$ cat src/hw/rtl/running_sample_statistics_macros.svh
// Assertion macros shared by the running sample statistics RTL.
`ifndef RUNNING_SAMPLE_STATISTICS_MACROS_SVH
`define RUNNING_SAMPLE_STATISTICS_MACROS_SVH

// Consequent must hold in the same cycle as the antecedent.
`define RSS_ASSERT_IMPL(label, clk, rst, ante, cons, msg) \
   label: assert property (@(posedge clk) disable iff (rst) (ante) |-> (cons)) \
      else $error(msg);

// Consequent must hold in the cycle after the antecedent.
`define RSS_ASSERT_NEXT(label, clk, rst, ante, cons, msg) \
   label: assert property (@(posedge clk) disable iff (rst) (ante) |=> (cons)) \
      else $error(msg);

// Condition must hold in every cycle out of reset.
`define RSS_ASSERT_ALWAYS(label, clk, rst, cond, msg) \
   `RSS_ASSERT_IMPL(label, clk, rst, 1'b1, cond, msg)

`endif

$ cat src/hw/rtl/rss_pkg.sv
// Types and constants shared by the running sample statistics block.
`default_nettype none

package rss_pkg;

   localparam int WORD_W         = 64;
   localparam int SAMPLE_W       = 16;
   localparam int STEP_W         = 7;
   localparam int MEAN_FRAC_BITS = 8;

   typedef logic [WORD_W-1:0]          word_type;
   typedef logic [STEP_W-1:0]          step_type;
   typedef logic signed [SAMPLE_W-1:0] value_type;
   typedef logic [16:0]                count_type;
   typedef logic [15:0]                spread_type;
   typedef logic signed [23:0]         mean_type;
   typedef logic [15:0]                root_type;

   localparam step_type DIV_STEPS  = step_type'(WORD_W);
   localparam step_type ROOT_STEPS = step_type'(WORD_W / 2);
   localparam word_type ROOT_FIRST = word_type'(1) << (WORD_W - 2);

   typedef struct packed {
      value_type sample;
      logic      last;
   } sample_type;

   typedef struct packed {
      count_type  count;
      value_type  smallest;
      value_type  largest;
      spread_type spread;
      mean_type   mean_q8;
      root_type   std_dev;
      logic       overflow;
   } result_type;

   // Operand loads of the shared iterative unit.
   typedef enum logic [2:0] {
      LOAD_NONE,
      LOAD_N_SUMSQ,
      LOAD_SUM_SQ,
      LOAD_N_N,
      LOAD_DIV_VAR,
      LOAD_ROOT,
      LOAD_DIV_MEAN
   } load_type;

   // Where a finished unit result is written.
   typedef enum logic [2:0] {
      SAVE_NONE,
      SAVE_NUMER,
      SAVE_SUB,
      SAVE_SD,
      SAVE_MEAN
   } save_type;

   typedef struct packed {
      logic     take;
      load_type load;
      logic     run;
      save_type save;
      logic     publish;
   } cmd_type;

   typedef struct packed {
      logic unit_done;
      logic out_blocked;
   } status_type;

endpackage

`default_nettype wire

$ cat src/hw/rtl/rss_stream_if.sv
// Valid/ready stream channel carrying one payload item per handshake.
`default_nettype none

interface rss_stream_if #(
   parameter type payload_type = logic
);
   logic        valid;
   logic        ready;
   payload_type payload;

   modport source (output valid, output payload, input ready);
   modport sink (input valid, input payload, output ready);
endinterface

`default_nettype wire

$ cat src/hw/rtl/rss_datapath.sv
// Accumulators, shared multiply/divide/root unit and result register.
`default_nettype none
`include "running_sample_statistics_macros.svh"

module rss_datapath #(
   parameter int SAMPLE_BITS = 16,
   parameter int MAX_COUNT   = 65536
) (
   input  logic               clock,
   input  logic               reset,
   input  rss_pkg::cmd_type    cmd,
   output rss_pkg::status_type status,
   input  rss_pkg::sample_type req_payload,
   output logic               rsp_valid,
   input  logic               rsp_ready,
   output rss_pkg::result_type rsp_payload
);

   localparam int CountBits = $clog2(MAX_COUNT + 1);
   localparam int SumBits   = SAMPLE_BITS + CountBits;
   localparam int SqBits    = 2 * SAMPLE_BITS;
   localparam int SumSqBits = (SqBits + CountBits > rss_pkg::WORD_W) ?
                              rss_pkg::WORD_W : SqBits + CountBits;
   localparam int WordW     = rss_pkg::WORD_W;
   localparam logic [CountBits-1:0] CountLimit = CountBits'(MAX_COUNT);

   typedef enum logic [1:0] {
      MODE_MUL,
      MODE_DIV,
      MODE_ROOT
   } mode_type;

   // Run accumulators
   logic [CountBits-1:0]       count_ff, count_in;
   logic signed [SAMPLE_BITS-1:0] min_ff, min_in, max_ff, max_in;
   logic signed [SumBits-1:0]  sum_ff, sum_in;
   logic [SumSqBits-1:0]       sumsq_ff, sumsq_in;
   logic                       ovf_ff, ovf_in;
   logic                       sq_pend_ff, sq_pend_in;
   logic [SqBits-1:0]          sq_ff;

   // Iterative unit
   rss_pkg::word_type          a_ff, a_in, b_ff, b_in, r_ff, r_in;
   rss_pkg::step_type          steps_ff, steps_in;
   mode_type                   mode_ff, mode_in;
   rss_pkg::word_type          numer_ff, numer_in;
   rss_pkg::root_type          sd_ff, sd_in;
   rss_pkg::mean_type          mean_ff, mean_in;

   // Result register
   logic                       out_valid_ff, out_valid_in;
   rss_pkg::result_type        out_ff, out_in;

   logic [SAMPLE_BITS-1:0]        x_raw;
   logic signed [SAMPLE_BITS-1:0] x_s;
   logic signed [SqBits-1:0]      sq_full;
   logic signed [SAMPLE_BITS:0]   spread_full;
   rss_pkg::word_type             sum_wide, smag, n_wide;
   logic                          sum_neg;
   logic [WordW:0]                rem_sh, rem_diff;
   logic                          rem_fit;
   rss_pkg::word_type             root_t;
   logic                          root_fit;

   generate
      if (SAMPLE_BITS <= rss_pkg::SAMPLE_W) begin : g_trunc
         assign x_raw = req_payload.sample[SAMPLE_BITS-1:0];
      end else begin : g_ext
         assign x_raw = {{(SAMPLE_BITS - rss_pkg::SAMPLE_W){1'b0}}, req_payload.sample};
      end
   endgenerate

   assign x_s         = signed'(x_raw);
   assign sq_full     = x_s * x_s;
   assign spread_full = (SAMPLE_BITS + 1)'(max_ff) - (SAMPLE_BITS + 1)'(min_ff);
   assign sum_neg     = sum_ff[SumBits-1];
   assign sum_wide    = rss_pkg::word_type'(sum_ff);
   assign smag        = sum_neg ? (rss_pkg::word_type'(0) - sum_wide) : sum_wide;
   assign n_wide      = rss_pkg::word_type'(count_ff);

   assign rem_sh   = {r_ff, a_ff[WordW-1]};
   assign rem_fit  = rem_sh >= {1'b0, b_ff};
   assign rem_diff = rem_sh - {1'b0, b_ff};
   assign root_t   = r_ff + b_ff;
   assign root_fit = a_ff >= root_t;

   assign status.unit_done   = (mode_ff == MODE_MUL) ? (b_ff == '0) : (steps_ff == '0);
   assign status.out_blocked = out_valid_ff & ~rsp_ready;
   assign rsp_valid   = out_valid_ff;
   assign rsp_payload = out_ff;

   // Accumulation: the square is registered and added in the following cycle.
   always_comb begin
      count_in   = count_ff;
      min_in     = min_ff;
      max_in     = max_ff;
      sum_in     = sum_ff;
      sumsq_in   = sumsq_ff;
      ovf_in     = ovf_ff;
      sq_pend_in = 1'b0;
      if (sq_pend_ff) begin
         sumsq_in = sumsq_ff + SumSqBits'(sq_ff);
      end
      if (cmd.take) begin
         if (count_ff == CountLimit) begin
            ovf_in = 1'b1;
         end else begin
            if (count_ff == '0) begin
               min_in = x_s;
               max_in = x_s;
            end else begin
               if (x_s < min_ff) min_in = x_s;
               if (x_s > max_ff) max_in = x_s;
            end
            sum_in     = sum_ff + SumBits'(x_s);
            count_in   = count_ff + CountBits'(1);
            sq_pend_in = 1'b1;
         end
      end
      if (cmd.publish) begin
         count_in = '0;
         min_in   = '0;
         max_in   = '0;
         sum_in   = '0;
         sumsq_in = '0;
         ovf_in   = 1'b0;
      end
   end

   // Shared unit: shift-add multiply, restoring divide and bitwise square root.
   always_comb begin
      a_in     = a_ff;
      b_in     = b_ff;
      r_in     = r_ff;
      steps_in = steps_ff;
      mode_in  = mode_ff;
      case (cmd.load)
         rss_pkg::LOAD_N_SUMSQ: begin
            a_in    = rss_pkg::word_type'(sumsq_ff);
            b_in    = n_wide;
            r_in    = '0;
            mode_in = MODE_MUL;
         end
         rss_pkg::LOAD_SUM_SQ: begin
            a_in    = smag;
            b_in    = smag;
            r_in    = '0;
            mode_in = MODE_MUL;
         end
         rss_pkg::LOAD_N_N: begin
            a_in    = n_wide;
            b_in    = n_wide;
            r_in    = '0;
            mode_in = MODE_MUL;
         end
         rss_pkg::LOAD_DIV_VAR: begin
            a_in     = numer_ff;
            b_in     = r_ff;
            r_in     = '0;
            steps_in = rss_pkg::DIV_STEPS;
            mode_in  = MODE_DIV;
         end
         rss_pkg::LOAD_ROOT: begin
            // The quotient left in a_ff is the variance.
            b_in     = rss_pkg::ROOT_FIRST;
            r_in     = '0;
            steps_in = rss_pkg::ROOT_STEPS;
            mode_in  = MODE_ROOT;
         end
         rss_pkg::LOAD_DIV_MEAN: begin
            a_in     = smag << rss_pkg::MEAN_FRAC_BITS;
            b_in     = n_wide;
            r_in     = '0;
            steps_in = rss_pkg::DIV_STEPS;
            mode_in  = MODE_DIV;
         end
         default: begin
            if (cmd.run) begin
               case (mode_ff)
                  MODE_MUL: begin
                     if (b_ff[0]) r_in = r_ff + a_ff;
                     a_in = a_ff << 1;
                     b_in = b_ff >> 1;
                  end
                  MODE_DIV: begin
                     r_in     = rem_fit ? rem_diff[WordW-1:0] : rem_sh[WordW-1:0];
                     a_in     = {a_ff[WordW-2:0], rem_fit};
                     steps_in = steps_ff - rss_pkg::step_type'(1);
                  end
                  MODE_ROOT: begin
                     if (root_fit) begin
                        a_in = a_ff - root_t;
                        r_in = (r_ff >> 1) + b_ff;
                     end else begin
                        r_in = r_ff >> 1;
                     end
                     b_in     = b_ff >> 2;
                     steps_in = steps_ff - rss_pkg::step_type'(1);
                  end
                  default: begin
                     steps_in = '0;
                  end
               endcase
            end
         end
      endcase
   end

   always_comb begin
      numer_in = numer_ff;
      sd_in    = sd_ff;
      mean_in  = mean_ff;
      case (cmd.save)
         rss_pkg::SAVE_NUMER: numer_in = r_ff;
         rss_pkg::SAVE_SUB:   numer_in = numer_ff - r_ff;
         rss_pkg::SAVE_SD:    sd_in    = rss_pkg::root_type'(r_ff);
         rss_pkg::SAVE_MEAN: begin
            mean_in = rss_pkg::mean_type'(sum_neg ? (rss_pkg::word_type'(0) - a_ff) : a_ff);
         end
         default: begin
            numer_in = numer_ff;
         end
      endcase
   end

   always_comb begin
      out_valid_in = out_valid_ff & ~rsp_ready;
      out_in       = out_ff;
      if (cmd.publish) begin
         out_valid_in     = 1'b1;
         out_in.count     = rss_pkg::count_type'(count_ff);
         out_in.smallest  = rss_pkg::value_type'(min_ff);
         out_in.largest   = rss_pkg::value_type'(max_ff);
         out_in.spread    = rss_pkg::spread_type'(spread_full);
         out_in.mean_q8   = mean_ff;
         out_in.std_dev   = sd_ff;
         out_in.overflow  = ovf_ff;
      end
   end

   always_ff @(posedge clock) begin
      if (reset) begin
         count_ff     <= '0;
         min_ff       <= '0;
         max_ff       <= '0;
         sum_ff       <= '0;
         sumsq_ff     <= '0;
         ovf_ff       <= 1'b0;
         sq_pend_ff   <= 1'b0;
         steps_ff     <= '0;
         mode_ff      <= MODE_MUL;
         out_valid_ff <= 1'b0;
      end else begin
         count_ff     <= count_in;
         min_ff       <= min_in;
         max_ff       <= max_in;
         sum_ff       <= sum_in;
         sumsq_ff     <= sumsq_in;
         ovf_ff       <= ovf_in;
         sq_pend_ff   <= sq_pend_in;
         steps_ff     <= steps_in;
         mode_ff      <= mode_in;
         out_valid_ff <= out_valid_in;
      end
   end

   always_ff @(posedge clock) begin
      sq_ff    <= sq_full;
      a_ff     <= a_in;
      b_ff     <= b_in;
      r_ff     <= r_in;
      numer_ff <= numer_in;
      sd_ff    <= sd_in;
      mean_ff  <= mean_in;
      out_ff   <= out_in;
   end

   `RSS_ASSERT_ALWAYS(a_count_bound, clock, reset, count_ff <= CountLimit, "count above bound")
   `RSS_ASSERT_NEXT(a_publish_clears, clock, reset, cmd.publish, count_ff == '0 && out_valid_ff, "publish did not clear the run")
   `RSS_ASSERT_IMPL(a_square_counted, clock, reset, sq_pend_ff, count_ff != '0, "pending square without a counted item")

endmodule

`default_nettype wire

$ cat src/hw/rtl/rss_controller.sv
// Sequencer for item intake and the end-of-run arithmetic.
`default_nettype none
`include "running_sample_statistics_macros.svh"

module rss_controller (
   input  logic               clock,
   input  logic               reset,
   input  logic               req_valid,
   input  logic               req_last,
   output logic               req_ready,
   input  rss_pkg::status_type status,
   output rss_pkg::cmd_type    cmd
);

   typedef enum logic [3:0] {
      S_ACCUM,
      S_DRAIN,
      S_MUL_NS,
      S_MUL_SS,
      S_MUL_NN,
      S_DIV_VAR,
      S_ROOT,
      S_DIV_MEAN,
      S_PUBLISH
   } state_type;

   state_type         state_ff, state_in;
   logic              loaded_ff, loaded_in;
   logic              is_op;
   rss_pkg::load_type load_sel;
   rss_pkg::save_type save_sel;
   state_type         op_next;

   // Per-step operand load, result destination and successor.
   always_comb begin
      is_op    = 1'b1;
      load_sel = rss_pkg::LOAD_NONE;
      save_sel = rss_pkg::SAVE_NONE;
      op_next  = S_PUBLISH;
      case (state_ff)
         S_MUL_NS: begin
            load_sel = rss_pkg::LOAD_N_SUMSQ;
            save_sel = rss_pkg::SAVE_NUMER;
            op_next  = S_MUL_SS;
         end
         S_MUL_SS: begin
            load_sel = rss_pkg::LOAD_SUM_SQ;
            save_sel = rss_pkg::SAVE_SUB;
            op_next  = S_MUL_NN;
         end
         S_MUL_NN: begin
            load_sel = rss_pkg::LOAD_N_N;
            op_next  = S_DIV_VAR;
         end
         S_DIV_VAR: begin
            load_sel = rss_pkg::LOAD_DIV_VAR;
            op_next  = S_ROOT;
         end
         S_ROOT: begin
            load_sel = rss_pkg::LOAD_ROOT;
            save_sel = rss_pkg::SAVE_SD;
            op_next  = S_DIV_MEAN;
         end
         S_DIV_MEAN: begin
            load_sel = rss_pkg::LOAD_DIV_MEAN;
            save_sel = rss_pkg::SAVE_MEAN;
            op_next  = S_PUBLISH;
         end
         default: begin
            is_op = 1'b0;
         end
      endcase
   end

   always_comb begin
      state_in    = state_ff;
      loaded_in   = loaded_ff;
      req_ready   = 1'b0;
      cmd         = '0;
      cmd.load    = rss_pkg::LOAD_NONE;
      cmd.save    = rss_pkg::SAVE_NONE;
      case (state_ff)
         S_ACCUM: begin
            req_ready = 1'b1;
            if (req_valid) begin
               cmd.take = 1'b1;
               if (req_last) state_in = S_DRAIN;
            end
         end
         S_DRAIN: begin
            // Lets the last square reach the sum of squares.
            state_in = S_MUL_NS;
         end
         S_PUBLISH: begin
            if (!status.out_blocked) begin
               cmd.publish = 1'b1;
               state_in    = S_ACCUM;
            end
         end
         default: begin
            if (is_op) begin
               if (!loaded_ff) begin
                  cmd.load  = load_sel;
                  loaded_in = 1'b1;
               end else if (!status.unit_done) begin
                  cmd.run = 1'b1;
               end else begin
                  cmd.save  = save_sel;
                  loaded_in = 1'b0;
                  state_in  = op_next;
               end
            end else begin
               state_in = S_ACCUM;
            end
         end
      endcase
   end

   always_ff @(posedge clock) begin
      if (reset) begin
         state_ff  <= S_ACCUM;
         loaded_ff <= 1'b0;
      end else begin
         state_ff  <= state_in;
         loaded_ff <= loaded_in;
      end
   end

   `RSS_ASSERT_NEXT(a_last_ends_run, clock, reset, state_ff == S_ACCUM && req_valid && req_last, state_ff == S_DRAIN, "last item did not end the run")
   `RSS_ASSERT_NEXT(a_drain_to_mul, clock, reset, state_ff == S_DRAIN, state_ff == S_MUL_NS && !loaded_ff, "drain did not start the arithmetic")
   `RSS_ASSERT_IMPL(a_loaded_in_op, clock, reset, loaded_ff, state_ff != S_ACCUM && state_ff != S_DRAIN && state_ff != S_PUBLISH, "operand flag outside an arithmetic step")

endmodule

`default_nettype wire

$ cat src/hw/rtl/running_sample_statistics.sv
// Running sample statistics: top level joining the controller and datapath.
//
// Samples arrive on req_ch, one item per cycle while ready is high; the item
// flagged last closes the run. Each run yields one item on rsp_ch with the
// count, minimum, maximum, range, Q8 mean, population standard deviation and
// an overflow flag. Items beyond MAX_COUNT are dropped and set the flag.
// Within a run the block takes one item every cycle. After the last item
// ready drops while one shared shift-add/divide/root unit works through the
// run, most of it the two 64-step divisions and the 32-step root.
// Ready rises again as the result appears. The result then sits in an
// output register, so a new run may start while the receiver stalls; a
// further result waits until that register empties. Reset clears all
// accumulators and the valid flag of the output register; no clearing pass.
`default_nettype none

module running_sample_statistics #(
   parameter int SAMPLE_BITS = 16,
   parameter int MAX_COUNT   = 65536
) (
   input  logic          clock,
   input  logic          reset,
   rss_stream_if.sink    req_ch,
   rss_stream_if.source  rsp_ch
);

   rss_pkg::cmd_type    cmd;
   rss_pkg::status_type status;
   rss_pkg::sample_type req_payload;
   rss_pkg::result_type rsp_payload;
   logic                req_ready;
   logic                rsp_valid;

   assign req_payload    = req_ch.payload;
   assign req_ch.ready   = req_ready;
   assign rsp_ch.valid   = rsp_valid;
   assign rsp_ch.payload = rsp_payload;

   rss_controller u_controller (
      .clock     (clock),
      .reset     (reset),
      .req_valid (req_ch.valid),
      .req_last  (req_payload.last),
      .req_ready (req_ready),
      .status    (status),
      .cmd       (cmd)
   );

   rss_datapath #(
      .SAMPLE_BITS (SAMPLE_BITS),
      .MAX_COUNT   (MAX_COUNT)
   ) u_datapath (
      .clock       (clock),
      .reset       (reset),
      .cmd         (cmd),
      .status      (status),
      .req_payload (req_payload),
      .rsp_valid   (rsp_valid),
      .rsp_ready   (rsp_ch.ready),
      .rsp_payload (rsp_payload)
   );

endmodule

`default_nettype wire

$ cat src/flat_wrapper.sv
// flat-port wrapper written by rule: the top's interface ports become plain ports
module running_sample_statistics_flat 
#(
   parameter int SAMPLE_BITS = 16,
   parameter int MAX_COUNT   = 65536
)
  (clock, reset, req_ch_valid, req_ch_payload, req_ch_ready, rsp_ch_valid, rsp_ch_payload, rsp_ch_ready);
  rss_stream_if #(.payload_type(rss_pkg::sample_type)) req_ch_i ();
  rss_stream_if #(.payload_type(rss_pkg::result_type)) rsp_ch_i ();
  input  logic clock;
  input  logic reset;
  input wire logic [$bits(req_ch_i.valid)-1:0] req_ch_valid;
  input wire logic [$bits(req_ch_i.payload)-1:0] req_ch_payload;
  output wire logic [$bits(req_ch_i.ready)-1:0] req_ch_ready;
  output wire logic [$bits(rsp_ch_i.valid)-1:0] rsp_ch_valid;
  output wire logic [$bits(rsp_ch_i.payload)-1:0] rsp_ch_payload;
  input wire logic [$bits(rsp_ch_i.ready)-1:0] rsp_ch_ready;
  assign req_ch_i.valid = req_ch_valid;
  assign req_ch_i.payload = req_ch_payload;
  assign req_ch_ready = req_ch_i.ready;
  assign rsp_ch_valid = rsp_ch_i.valid;
  assign rsp_ch_payload = rsp_ch_i.payload;
  assign rsp_ch_i.ready = rsp_ch_ready;
  running_sample_statistics #(.SAMPLE_BITS(SAMPLE_BITS), .MAX_COUNT(MAX_COUNT)) u_core (.clock(clock), .reset(reset), .req_ch(req_ch_i), .rsp_ch(rsp_ch_i));
endmodule
$ cat config.mk
export PLATFORM = sky130hd
export DESIGN_NAME = running_sample_statistics_flat
export DESIGN_NICKNAME = d
export VERILOG_FILES = /design/src/hw/rtl/rss_pkg.sv /design/src/hw/rtl/rss_stream_if.sv /design/src/hw/rtl/rss_datapath.sv /design/src/hw/rtl/rss_controller.sv /design/src/hw/rtl/running_sample_statistics.sv /design/src/flat_wrapper.sv
export VERILOG_INCLUDE_DIRS = /design/src /design/src/hw/rtl
export SDC_FILE = /design/constraint.sdc
export NUM_CORES = 2
export LEC_CHECK = 0
export ABC_AREA = 0
export BUFFER_PORTS_ARGS = -buffer_cell sky130_fd_sc_hd__buf_2
export CORE_ASPECT_RATIO = 0.7
export CORE_MARGIN = 4
export CORE_UTILIZATION = 63
export DETAILED_ROUTE_END_ITERATION = 6
export PLACE_DENSITY = 0.8
export SLEW_MARGIN = 0
export SYNTH_ARGS = -nofsm -noshare
export SYNTH_HDL_FRONTEND = slang
export SYNTH_SLANG_ARGS = --single-unit
$ cat constraint.sdc
create_clock -name clock -period 21.9 [get_ports clock]
set_input_delay 1.095 -clock clock [delete_from_list [all_inputs] [get_ports clock]]
set_output_delay 1.095 -clock clock [all_outputs]
set_load 0.05 [all_outputs]
==> results.cfg <==
[timing]
finalHoldViolations = 0
clock.fmax_mhz = 114
finClkSkew_ns = 0.0787
layout_min_cycle_time_ns = 8.76
finalWorstSetupSlack_ns = 13.14
slew_violations = 0
rsz0062_at_grt = no
setup_violations = 0
period_share_pct = 40.0
setup_tns_ns = 0
max_slew.worst_pin.slew_ns = 1.38
hold_slack_ns = 0.414
max_slew_margin_pct = 6.85

[detailed_routing]
wirelength_um = 228000
first_pass_iters = 7
drtAntennaViolNets = 0
wl_per_cell_um = 26.9
drtIter0Drc = 9866
drc_errors = 158
via_per_inst = 7.01
vias = 59600

[hold_path]
hold_path.class = flip-flop to flip-flop
hold_start = u_core.u_datapath.max_ff[12]$_SDFFE_PP0P_

[cts]
cts.sinks = 581
cts_tree = built
cts_setup_buffers = 0
clk_latency_ns = 0.73
clk_pin_slew_ns = 0.07
cts_hold_buf = 0
htreeDepth = 2
cts_root_buf = clkbuf_16
clockBufferDepth = 3
postCtsResizedCells = 0
cts_buffers = 61

[worst_setup_path]
timing.rr.end = u_core.u_datapath.a_ff[55]$_DFFE_PP_
setup.worst_path.end = u_core.u_datapath.a_ff[55]$_DFFE_PP_
critPathLaunchType = flip-flop
criticalPathCategory = flip-flop to flip-flop
cp.depth = 23
critPathCaptureType = flip-flop
path_buf_inv = 2
cp-startpoint = u_core.u_datapath.r_ff[10]$_SDFFE_PP0P_
rr_startpoint = u_core.u_datapath.r_ff[10]$_SDFFE_PP0P_
rrSetupSlack_ns = 13.14
crit_chain = ha_1 -> nand3_2 -> nor3_1 -> or4_1 -> a311oi_2 -> o31ai_1 -> a41o_1 -> o41a_1 -> a21oi_2 -> o21ai_2 -> a31oi_2 -> o21bai_1 -> xnor2_1 -> ha_1 -> nand4_1 -> or2_2 -> o21ai_0 -> nor3_1 -> a32oi_1 -> a21oi_2 -> buf_4 -> o21ai_4 -> buf_4
worst-r2r-cell-count = 23
cp.arrival_ns = 9.07
crit_fanout = 49
slowest_stage = buf_4
critPathMaxStageDelay_ns = 0.71
cp.required_ns = 22.21
cp_top_family = compound AO/OA/AOI/OAI gates

[die]
core.rowCount = 94
die_w_um = 379
dieArea_um2 = 101000
core_um2 = 94700
start_util_pct = 64.0
io-pin-count = 129
die_h_um = 268

[synth]
synth_top_cell_area_share_pct = 16.7
yosys_register_bits = 581
synthesis.nets = 8097
synth.top_cells.by_count = 708 x nand2_1, 610 x a21oi_1, 603 x inv_1, 580 x ha_1, 557 x o21ai_0
yosysMostFrequentCell = nand2_1
syn_inst = 7248
synth_edf_count = 338
synthDistinctLibCells = 105
synth-main-ff-cell = edfxtp_1
synth_warnings = 0
async_reset_ff_share_pct = 0
synth.largest_area_cell = edfxtp_1
synth_area_leaders = edfxtp_1 17%, ha_1 12%, fa_1 8.2%
syn_area_um2 = 60600
yosysSeqAreaShare_pct = 24.8
syn_avg_cell_area_um2 = 8.36

[pwr]
leakagePower_nw = 27.8
pwr_density_cell_nw_per_um2 = 174
ir_drop_mv = 0.491

[global_routing]
grt_pass1_vias = 54800
antenna_found_initial = 7
grt_use_total_pct = 43.8
grt_max_degree = 85
grt.overflow.total = 0
grt_pass1_wl_um = 340000

[status]
violations = DRC
outcome = complete, but fails checks

[layout]
drive_gt1_share_pct = 5.73
finalInstanceArea_um2 = 64300
final_cells = 8496
fin_nets = 8039
synthToLayoutAreaGrowth_pct = 6.13

[place]
place.gp.congestion = 1.09
post_dp_cell_area_um2 = 62200
portBuffers = 128
dp_hpwl_um = 179000
placed_cells = 8375
pre_cts_slack_ns = 13.25

[job]
cap_violations = 0
-- logic make-up after synthesis --
| kind of cell | synth area share (%) |
|---|---|
| AO/OA/AOI/OAI | 24.7 |
| AND/OR/NAND/NOR | 15.2 |
| adder cells (fa/ha/maj) | 20.2 |
| flip-flops | 24.8 |
| XOR/XNOR | 7.57 |
| multiplexers | 1.40 |
| buffers and inverters | 6.24 |
-- worst min path at each step --
stage                                             endpoint  slack [ns]  cells past startpoint
3_5_place_dp   u_core.u_datapath.rsp_payload[21]$_DFFE_PP_        0.40                      0
2_1_floorplan  u_core.u_datapath.rsp_payload[10]$_DFFE_PP_        0.40                      0
3_3_place_gp   u_core.u_datapath.rsp_payload[25]$_DFFE_PP_        0.40                      0
5_1_grt        u_core.u_datapath.rsp_payload[24]$_DFFE_PP_        0.42                      0
6_report       u_core.u_datapath.rsp_payload[69]$_DFFE_PP_        0.41                      0
4_1_cts        u_core.u_datapath.rsp_payload[69]$_DFFE_PP_        0.41                      0
-- state kept, by name, summed over array words and instances (netlist names) --
signal,flops
u_core.u_datapath.rsp_payload,106
u_core.u_datapath.a_ff,64
u_core.u_datapath.b_ff,64
u_core.u_datapath.numer_ff,64
u_core.u_datapath.r_ff,64
u_core.u_datapath.sumsq_ff,49
u_core.u_datapath.sum_ff,33
u_core.u_datapath.sq_ff,31
u_core.u_datapath.mean_ff,24
u_core.u_datapath.count_ff,17
u_core.u_datapath.max_ff,16
u_core.u_datapath.min_ff,16
u_core.u_datapath.sd_ff,16
u_core.u_datapath.steps_ff,7
u_core.u_controller.state_ff,4
u_core.u_datapath.mode_ff,2
u_core.u_controller.loaded_ff,1
u_core.u_datapath.ovf_ff,1
u_core.u_datapath.rsp_valid,1
u_core.u_datapath.sq_pend_ff,1
-- power breakdown --
group	leakage, nW	internal [mW]	switching [mW]	total [mW]
Sequential	5.10	1.52	0.443	1.97
Clock	1.03	0.648	0.523	1.17
Combinational	21.6	3.04	4.99	8.03
Total	27.8	5.21	5.96	11.2
-- placed cells by master, fill, tap and decap left out, drive strengths merged, types with 71 or more instances in the layout --
| cell type | Yosys | layout |
|---|---|---|
| a21oi | 612 | 612 |
| xor2 | 222 | 222 |
| inv | 604 | 606 |
| nand3 | 115 | 115 |
| o21ai | 567 | 567 |
| a21o | 284 | 284 |
| dfxtp | 243 | 243 |
| fa | 248 | 248 |
| o21bai | 94 | 94 |
| a221oi | 77 | 77 |
| and2 | 71 | 71 |
| mux2i | 76 | 76 |
| nand2 | 708 | 708 |
| clkbuf | 291 | 76 |
| nand4 | 120 | 120 |
| buf | 40 | 218 |
| ha | 580 | 580 |
| edfxtp | 338 | 338 |
| nor3 | 118 | 118 |
| nor2 | 492 | 492 |
| xnor2 | 302 | 302 |
-- per-layer routing --
| metal | vias to the layer above | wire, um | global-route usage (%) | part of all wire (%) |
|---|---|---|---|---|
| li1 | 26100 | - | - | - |
| met5 | - | 159 | 0.755 | 0.070 |
| met2 | 4655 | 82700 | 55.5 | 36 |
| met1 | 28200 | 93000 | 63.2 | 41 |
| met3 | 582 | 45500 | 23.9 | 20 |
| met4 | 8 | 7160 | 11.6 | 3.1 |
-- cell type report --
cell class / count / area [um2]
clock buffer: 76 / 1660
inverter: 606 / 2270
multi-input combinational: 5722 / 42000
tap: 1248 / 1560
timing repair buffer: 218 / 1320
sequential: 581 / 15000
antenna: 5 / 12.5
clock inverter: 40 / 523
fill: 7779 / 30300
-- stage by stage --
step | util (%) | power, mW
6_report | 68.0 | 11.2
5_1_grt | 67.9 | 11.9
4_1_cts | 67.9 | 10.8
3_5_place_dp | 65.6 | 9.59
3_3_place_gp | 65.6 | 9.42
2_1_floorplan | - | 7.49
Power figures use the tool's default switching activity.
